<file path="src/sv/rme_pkg.sv">
// Shared constants for the modular exponentiation block.
package rme_pkg;

   localparam int CSR_INDEX_WIDTH = 1;

   localparam logic [CSR_INDEX_WIDTH-1:0] CSR_EXPONENT = 1'b0;
   localparam logic [CSR_INDEX_WIDTH-1:0] CSR_MODULUS  = 1'b1;

   localparam int EXPONENT_RESET = 3;
   localparam int MODULUS_RESET  = 35;

endpackage

</file>
<file path="src/sv/rme_modmul.sv">
// Bit-serial interleaved modular multiplier: product = a * b mod modulus.
module rme_modmul #(
   parameter int WIDTH = 32
) (
   input  logic             clock,
   input  logic             reset,
   input  logic             start,
   input  logic [WIDTH-1:0] a,
   input  logic [WIDTH-1:0] b,
   input  logic [WIDTH-1:0] modulus,
   output logic             done,
   output logic [WIDTH-1:0] product
);

   localparam int CW = $clog2(WIDTH);
   localparam logic [CW-1:0] LAST = CW'(WIDTH - 1);

   logic             active_ff, active_in;
   logic             phase_ff, phase_in;
   logic             done_ff, done_in;
   logic [CW-1:0]    count_ff, count_in;
   logic [WIDTH-1:0] a_ff, a_in;
   logic [WIDTH-1:0] bits_ff, bits_in;
   logic [WIDTH-1:0] acc_ff, acc_in;

   logic [WIDTH:0]   operand;
   logic [WIDTH:0]   modulus_ext;
   logic [WIDTH:0]   reduced;

   // phase 0 doubles acc, phase 1 adds a when the current bit of b is set
   always_comb begin
      modulus_ext = {1'b0, modulus};
      if (phase_ff) begin
         operand = {1'b0, acc_ff} + {1'b0, a_ff};
      end else begin
         operand = {acc_ff, 1'b0};
      end
      if (operand >= modulus_ext) begin
         reduced = operand - modulus_ext;
      end else begin
         reduced = operand;
      end
   end

   always_comb begin
      active_in = active_ff;
      phase_in  = phase_ff;
      done_in   = 1'b0;
      count_in  = count_ff;
      a_in      = a_ff;
      bits_in   = bits_ff;
      acc_in    = acc_ff;
      if (start) begin
         active_in = 1'b1;
         phase_in  = 1'b0;
         count_in  = LAST;
         a_in      = a;
         bits_in   = b;
         acc_in    = '0;
      end else if (active_ff) begin
         if (!phase_ff) begin
            acc_in   = reduced[WIDTH-1:0];
            phase_in = 1'b1;
         end else begin
            if (bits_ff[WIDTH-1]) begin
               acc_in = reduced[WIDTH-1:0];
            end
            bits_in  = bits_ff << 1;
            phase_in = 1'b0;
            if (count_ff == '0) begin
               active_in = 1'b0;
               done_in   = 1'b1;
            end else begin
               count_in = count_ff - 1'b1;
            end
         end
      end
   end

   always_ff @(posedge clock) begin
      if (reset) begin
         active_ff <= 1'b0;
         phase_ff  <= 1'b0;
         done_ff   <= 1'b0;
         count_ff  <= '0;
      end else begin
         active_ff <= active_in;
         phase_ff  <= phase_in;
         done_ff   <= done_in;
         count_ff  <= count_in;
      end
   end

   always_ff @(posedge clock) begin
      a_ff    <= a_in;
      bits_ff <= bits_in;
      acc_ff  <= acc_in;
   end

   assign done    = done_ff;
   assign product = acc_ff;

endmodule

</file>
<file path="src/sv/rsa_modular_exponentiation.sv">
// Top level: right-to-left square-and-multiply modular exponentiation.
//
// Usage: write exponent (index 0) and modulus (index 1) on the csr_ port while
// busy is low; a write takes effect at the clock edge, no handshake.
// An item (req_message) is accepted at an edge where start is high and busy
// is low. The block answers each item with one rsp_ciphertext, shown for
// exactly one cycle with rsp_valid high; the receiver cannot stall it.
// Operation: first the message is reduced mod modulus, then one step per
// exponent bit, each step running a squaring and a multiplication in two
// bit-serial multipliers side by side. Each multiplication works through the
// multiplier operand one bit at a time, and rsp_valid rises after the last
// step. A modulus below 2 answers 0 in the next cycle. A new item may be
// accepted in the cycle the result is shown, but not while an item is in
// progress (busy high). Reset returns to idle and loads exponent 3,
// modulus 35.
module rsa_modular_exponentiation #(
   parameter int WORD_WIDTH = 32
) (
   input  logic                                clock,
   input  logic                                reset,
   input  logic                                start,
   output logic                                busy,
   input  logic [WORD_WIDTH-1:0]               req_message,
   output logic                                rsp_valid,
   output logic [WORD_WIDTH-1:0]               rsp_ciphertext,
   input  logic                                csr_write_enable,
   input  logic [rme_pkg::CSR_INDEX_WIDTH-1:0] csr_index,
   input  logic [WORD_WIDTH-1:0]               csr_data
);

   localparam int CW = $clog2(WORD_WIDTH);

   localparam logic [1:0] ST_IDLE   = 2'd0;
   localparam logic [1:0] ST_REDUCE = 2'd1;
   localparam logic [1:0] ST_STEP   = 2'd2;

   logic [1:0]            state_ff, state_in;
   logic                  launch_ff, launch_in;
   logic                  rsp_valid_ff, rsp_valid_in;
   logic [WORD_WIDTH-1:0] rsp_ciphertext_ff, rsp_ciphertext_in;
   logic [WORD_WIDTH-1:0] exponent_ff, exponent_in;
   logic [WORD_WIDTH-1:0] modulus_ff, modulus_in;
   logic [WORD_WIDTH-1:0] exp_bits_ff, exp_bits_in;
   logic [CW-1:0]         step_ff, step_in;
   logic [WORD_WIDTH-1:0] acc_ff, acc_in;
   logic [WORD_WIDTH-1:0] base_ff, base_in;

   logic                  accept;
   logic                  small_modulus;
   logic                  mul_start;
   logic [WORD_WIDTH-1:0] mul_a;
   logic [WORD_WIDTH-1:0] mul_b;
   logic                  mul_done;
   logic [WORD_WIDTH-1:0] mul_product;
   logic                  sqr_done;
   logic [WORD_WIDTH-1:0] sqr_product;

   assign busy          = (state_ff != ST_IDLE);
   assign accept        = start && !busy;
   assign small_modulus = (modulus_ff[WORD_WIDTH-1:1] == '0);

   // idle: reduce the message as 1 * message mod modulus
   assign mul_start = (accept && !small_modulus) || launch_ff;
   assign mul_a     = (state_ff == ST_IDLE) ? WORD_WIDTH'(1) : acc_ff;
   assign mul_b     = (state_ff == ST_IDLE) ? req_message : base_ff;

   rme_modmul #(
      .WIDTH(WORD_WIDTH)
   ) u_mul (
      .clock   (clock),
      .reset   (reset),
      .start   (mul_start),
      .a       (mul_a),
      .b       (mul_b),
      .modulus (modulus_ff),
      .done    (mul_done),
      .product (mul_product)
   );

   rme_modmul #(
      .WIDTH(WORD_WIDTH)
   ) u_sqr (
      .clock   (clock),
      .reset   (reset),
      .start   (launch_ff),
      .a       (base_ff),
      .b       (base_ff),
      .modulus (modulus_ff),
      .done    (sqr_done),
      .product (sqr_product)
   );

   always_comb begin
      exponent_in = exponent_ff;
      modulus_in  = modulus_ff;
      if (csr_write_enable) begin
         unique case (csr_index)
            rme_pkg::CSR_EXPONENT: exponent_in = csr_data;
            rme_pkg::CSR_MODULUS:  modulus_in  = csr_data;
            default: begin
            end
         endcase
      end
   end

   always_comb begin
      state_in          = state_ff;
      launch_in         = 1'b0;
      rsp_valid_in      = 1'b0;
      rsp_ciphertext_in = rsp_ciphertext_ff;
      exp_bits_in       = exp_bits_ff;
      step_in           = step_ff;
      acc_in            = acc_ff;
      base_in           = base_ff;
      unique case (state_ff)
         ST_IDLE: begin
            if (accept) begin
               if (small_modulus) begin
                  rsp_valid_in      = 1'b1;
                  rsp_ciphertext_in = '0;
               end else begin
                  state_in = ST_REDUCE;
               end
            end
         end
         ST_REDUCE: begin
            if (mul_done) begin
               base_in     = mul_product;
               acc_in      = WORD_WIDTH'(1);
               exp_bits_in = exponent_ff;
               step_in     = CW'(WORD_WIDTH - 1);
               launch_in   = 1'b1;
               state_in    = ST_STEP;
            end
         end
         ST_STEP: begin
            if (mul_done && sqr_done) begin
               if (exp_bits_ff[0]) begin
                  acc_in = mul_product;
               end
               base_in     = sqr_product;
               exp_bits_in = exp_bits_ff >> 1;
               if (step_ff == '0) begin
                  state_in          = ST_IDLE;
                  rsp_valid_in      = 1'b1;
                  rsp_ciphertext_in = exp_bits_ff[0] ? mul_product : acc_ff;
               end else begin
                  step_in   = step_ff - 1'b1;
                  launch_in = 1'b1;
               end
            end
         end
         default: begin
            state_in = ST_IDLE;
         end
      endcase
   end

   always_ff @(posedge clock) begin
      if (reset) begin
         state_ff     <= ST_IDLE;
         launch_ff    <= 1'b0;
         rsp_valid_ff <= 1'b0;
         exponent_ff  <= WORD_WIDTH'(rme_pkg::EXPONENT_RESET);
         modulus_ff   <= WORD_WIDTH'(rme_pkg::MODULUS_RESET);
      end else begin
         state_ff     <= state_in;
         launch_ff    <= launch_in;
         rsp_valid_ff <= rsp_valid_in;
         exponent_ff  <= exponent_in;
         modulus_ff   <= modulus_in;
      end
   end

   always_ff @(posedge clock) begin
      rsp_ciphertext_ff <= rsp_ciphertext_in;
      exp_bits_ff       <= exp_bits_in;
      step_ff           <= step_in;
      acc_ff            <= acc_in;
      base_ff           <= base_in;
   end

   assign rsp_valid      = rsp_valid_ff;
   assign rsp_ciphertext = rsp_ciphertext_ff;

endmodule

</file>
<file path="config.mk">
export PLATFORM = sky130hd
export DESIGN_NAME = rsa_modular_exponentiation
export DESIGN_NICKNAME = d
export VERILOG_FILES = /design/src/sv/rme_pkg.sv /design/src/sv/rme_modmul.sv /design/src/sv/rsa_modular_exponentiation.sv
export SDC_FILE = /design/constraint.sdc
export NUM_CORES = 1
export LEC_CHECK = 0
export ABC_CLOCK_PERIOD_IN_PS = 7380
export BUFFER_PORTS_ARGS = -buffer_cell sky130_fd_sc_hd__buf_2
export CAP_MARGIN = 5
export CORE_UTILIZATION = 34
export DETAILED_ROUTE_END_ITERATION = 8
export SLEW_MARGIN = 25
export SYNTH_ARGS = -nofsm -noshare
export SYNTH_HDL_FRONTEND = slang
export SYNTH_HIERARCHICAL = 1
export SYNTH_SLANG_ARGS = --single-unit
export TNS_END_PERCENT = 5
</file>
<file path="constraint.sdc">
create_clock -name clock -period 7.38 [get_ports clock]
set_clock_uncertainty 0.05 [all_clocks]
set_input_delay 0.738 -clock clock [delete_from_list [all_inputs] [get_ports clock]]
set_output_delay 0.738 -clock clock [all_outputs]
set_load 0.02 [all_outputs]
</file>
==> impl_metrics.json <==
{
  "routed_wl_mm": 73.11,
  "nets": 2718,
  "period_minus_slack_ns": 6.309,
  "ctsRootBufferMaster": "clkbuf_16",
  "place_congestion": 0.9878,
  "crit_path_end_kind": "register",
  "clk_pin_slew_ns": 0.06,
  "finish.utilization_pct": 38.51,
  "antenna_found_initial": 1,
  "yosys.area.top_type": "edfxtp_1",
  "synth_top_cells_by_area": "edfxtp_1 (32%), dfxtp_1 (12%), mux2_2 (8.5%), ha_1 (7.0%), nand2_1 (3.6%)",
  "ir_worst_vdd_v": 0.0002037,
  "finalInstanceArea_um2": 27670,
  "viasPerCell": 5.495,
  "htreeDepth": 2,
  "final_antenna_net_count": 0,
  "r2r-end": "u_mul/product[6]",
  "grt_overflow": 0,
  "preCtsSetupSlack_ns": 1.151,
  "period_share_pct": 85.49,
  "yosys_warnings": 6,
  "hold_viol": 0,
  "cts_setup_buffers": 0,
  "fillers": 7099,
  "core_um2": 71850,
  "p_clk_share_pct": 20.7,
  "grt_pass1_vias": 18754,
  "cp-endpoint": "u_mul/product[6]",
  "setup_viol": 0,
  "outcome": "finished clean",
  "grt_pass1_wl_mm": 111.3,
  "grt_max_degree": 86,
  "p_seq_share_pct": 29.4,
  "yosysMostFrequentCell": "edfxtp_1",
  "syn-cell-area_um2": 24820,
  "synth.avg_cell_area_um2": 10.14,
  "post_cts_resized": 0,
  "intPower_uw": 6493,
  "ctsLongestPathBuffers": 3,
  "rsz0062_at_grt": "false",
  "portBuffers": 102,
  "critical_path_class": "register to register",
  "worstRegToRegCells": 19,
  "stdcell_count": 3497,
  "synthCells": 2448,
  "synth_ff_type": "edfxtp_1",
  "clock_latency_ns": 0.59,
  "layout-drive-gt1-share_pct": 18.04,
  "fmax_mhz": 158.5,
  "synth_fp_nets": 2659,
  "die-area_um2": 74070,
  "ys_async_sr_fraction_pct": 0,
  "grt_use_total_pct": 19.32,
  "critPathRequiredTime_ns": 7.83,
  "p_comb_share_pct": 49.9,
  "r2r_start": "u_mul/product[0]",
  "final.setup.tns_ns": 0,
  "initial_utilization_pct": 34.54,
  "place_area_um2": 26140,
  "crit_start": "u_mul/product[0]",
  "hold_path.class": "primary input to register",
  "r2r_setup_slack_ns": 1.07,
  "setup_ws_ns": 1.071,
  "cts_tree": "built",
  "maxSlewViolCount": 0,
  "switchingPower_uw": 4679,
  "synth_cell_types": 106,
  "critPathArrivalTime_ns": 6.76,
  "die_x_um": 272.2,
  "cellLeakagePower_uw": 0.01039,
  "ios": 103,
  "wire_per_inst_um": 20.91,
  "hold_buffers": 0,
  "worst_pin_slew_ns": 1.014,
  "placed_cells": 3408,
  "num_vias": 19217,
  "drt_iter0_markers": 1528,
  "drv_cap": 0,
  "synth_edf_count": 261,
  "hpwl_mm": 53.57,
  "drc": 0,
  "cts.sinks": 409,
  "area_delta_synth_final_pct": 11.50,
  "powerDensity_nw_per_um2": 403.8,
  "synth_commonest_cells": "edfxtp_1 (261), nand2_1 (235), mux2_2 (188)",
  "switching_share_pct": 41.88,
  "crit_path_max_fanout": 22,
  "die_h_um": 272.2,
  "ys_ff_latch": 409,
  "dr.pass1.iters": 7,
  "slew_headroom_pct": 32.39,
  "numCtsBuffers": 47,
  "crit_path_start_kind": "register",
  "synth_top_area_share_pct": 31.58,
  "synth_seq_area_share_pct": 43.52,
  "rows": 98
}
-- power groups by stage --
stage / registers, µW / clock network [µW] / logic [µW]
2_1_floorplan: 3210 / 0 / 4210
3_3_place_gp: 3310 / 0 / 5450
3_5_place_dp: 3320 / 0 / 5490
4_1_cts: 3280 / 2380 / 5530
5_1_grt: 3330 / 2460 / 6080
6_report: 3280 / 2310 / 5580
-- cells by family (layout without fill, tap and decap cells) --
logic type | after synthesis | count (layout) | synth area share, %
mux | 247 | 247 | 10.93
other cells | 0 | 2 | 0
compound gates | 591 | 591 | 16.13
xor+xnor | 96 | 96 | 3.388
flops | 409 | 409 | 43.52
fa+ha+maj | 142 | 142 | 7.280
simple gates | 736 | 736 | 14.65
buf+inv | 227 | 324 | 4.104
-- layout by cell type, fill, tap and decap left out, drive strengths merged, types with 37 or more instances in the layout --
| cell | count |
|---|---|
| edfxtp | 261 |
| nand2 | 236 |
| mux2 | 188 |
| nor2b | 80 |
| dfxtp | 148 |
| nor2 | 157 |
| nor3 | 43 |
| mux2i | 59 |
| ha | 138 |
| inv | 112 |
| a21o | 57 |
| xnor2 | 59 |
| a21oi | 180 |
| o21ai | 106 |
| buf | 128 |
| a211oi | 47 |
| clkbuf | 61 |
| xor2 | 37 |
| nand3 | 76 |
-- state kept, by name, indices dropped and copies added (netlist names), 5 cells and up --
signal,count
u_sqr/count_ff,5
u_mul/a_ff,32
u_mul/product,32
acc_ff,32
rsp_ciphertext,32
u_sqr/product,32
u_mul/bits_ff,32
step_ff,5
modulus_ff,32
u_sqr/bits_ff,32
u_sqr/a_ff,32
exp_bits_ff,32
base_ff,32
exponent_ff,32
u_mul/count_ff,5
-- per-stage QoR --
step | hold slack, ns | power (µW)
2_1_floorplan | 0.3818 | 7421
4_1_cts | 0.3133 | 11190
3_3_place_gp | 0.3885 | 8758
5_1_grt | 0.3341 | 11870
6_report | 0.3473 | 11170
3_5_place_dp | 0.3978 | 8816
-- how the worst min path moves through the flow --
stage / from / to / slack (ns) / depth (start not counted)
2_1_floorplan: exponent_ff[31] / exponent_ff[31] / 0.38 / 2
3_3_place_gp: exponent_ff[17] / exponent_ff[17] / 0.39 / 2
3_5_place_dp: exponent_ff[12] / exponent_ff[12] / 0.40 / 2
4_1_cts: csr_data[17] / exponent_ff[17] / 0.31 / 3
5_1_grt: csr_data[13] / exponent_ff[13] / 0.33 / 3
6_report: csr_data[13] / exponent_ff[13] / 0.35 / 3
-- metal layers --
layer	vias to the layer above	global-route usage, %	wire length (µm)
li1	9157	-	-
met5	-	0	0
met3	117	2.363	3894
met1	9321	27.09	33880
met4	0	6.268	2222
met2	622	30.78	33120
-- layout make-up --
| class | instances | area [µm²] | area share (%) |
|---|---|---|---|
| antenna | 2 | 5.005 | 0.01809 |
| clock buffer | 61 | 1311 | 4.739 |
| clock inverter | 26 | 209.0 | 0.7551 |
| inverter | 109 | 409.1 | 1.479 |
| multi-input combinational | 1812 | 13040 | 47.11 |
| sequential | 409 | 10810 | 39.05 |
| tap | 950 | 1189 | 4.296 |
| timing repair buffer | 128 | 705.7 | 2.550 |
-- critical path: stages, from the launching register on --
cell,delay (ns)
dfxtp_1,0.35
ha_1,0.26
fa_1,0.44
a211oi_1,0.37
o211ai_1,0.26
nand4_1,0.27
a211oi_1,0.10
or3_1,0.37
a311o_1,0.34
a31o_2,0.27
ha_1,0.33
and3_1,0.20
nand2_1,0.08
nor3_1,0.27
nor4b_2,0.40
nor4_4,0.09
or3b_1,0.78
buf_4,0.38
a221o_1,0.34
a311oi_2,0.25
Power figures use the tool's default switching activity.
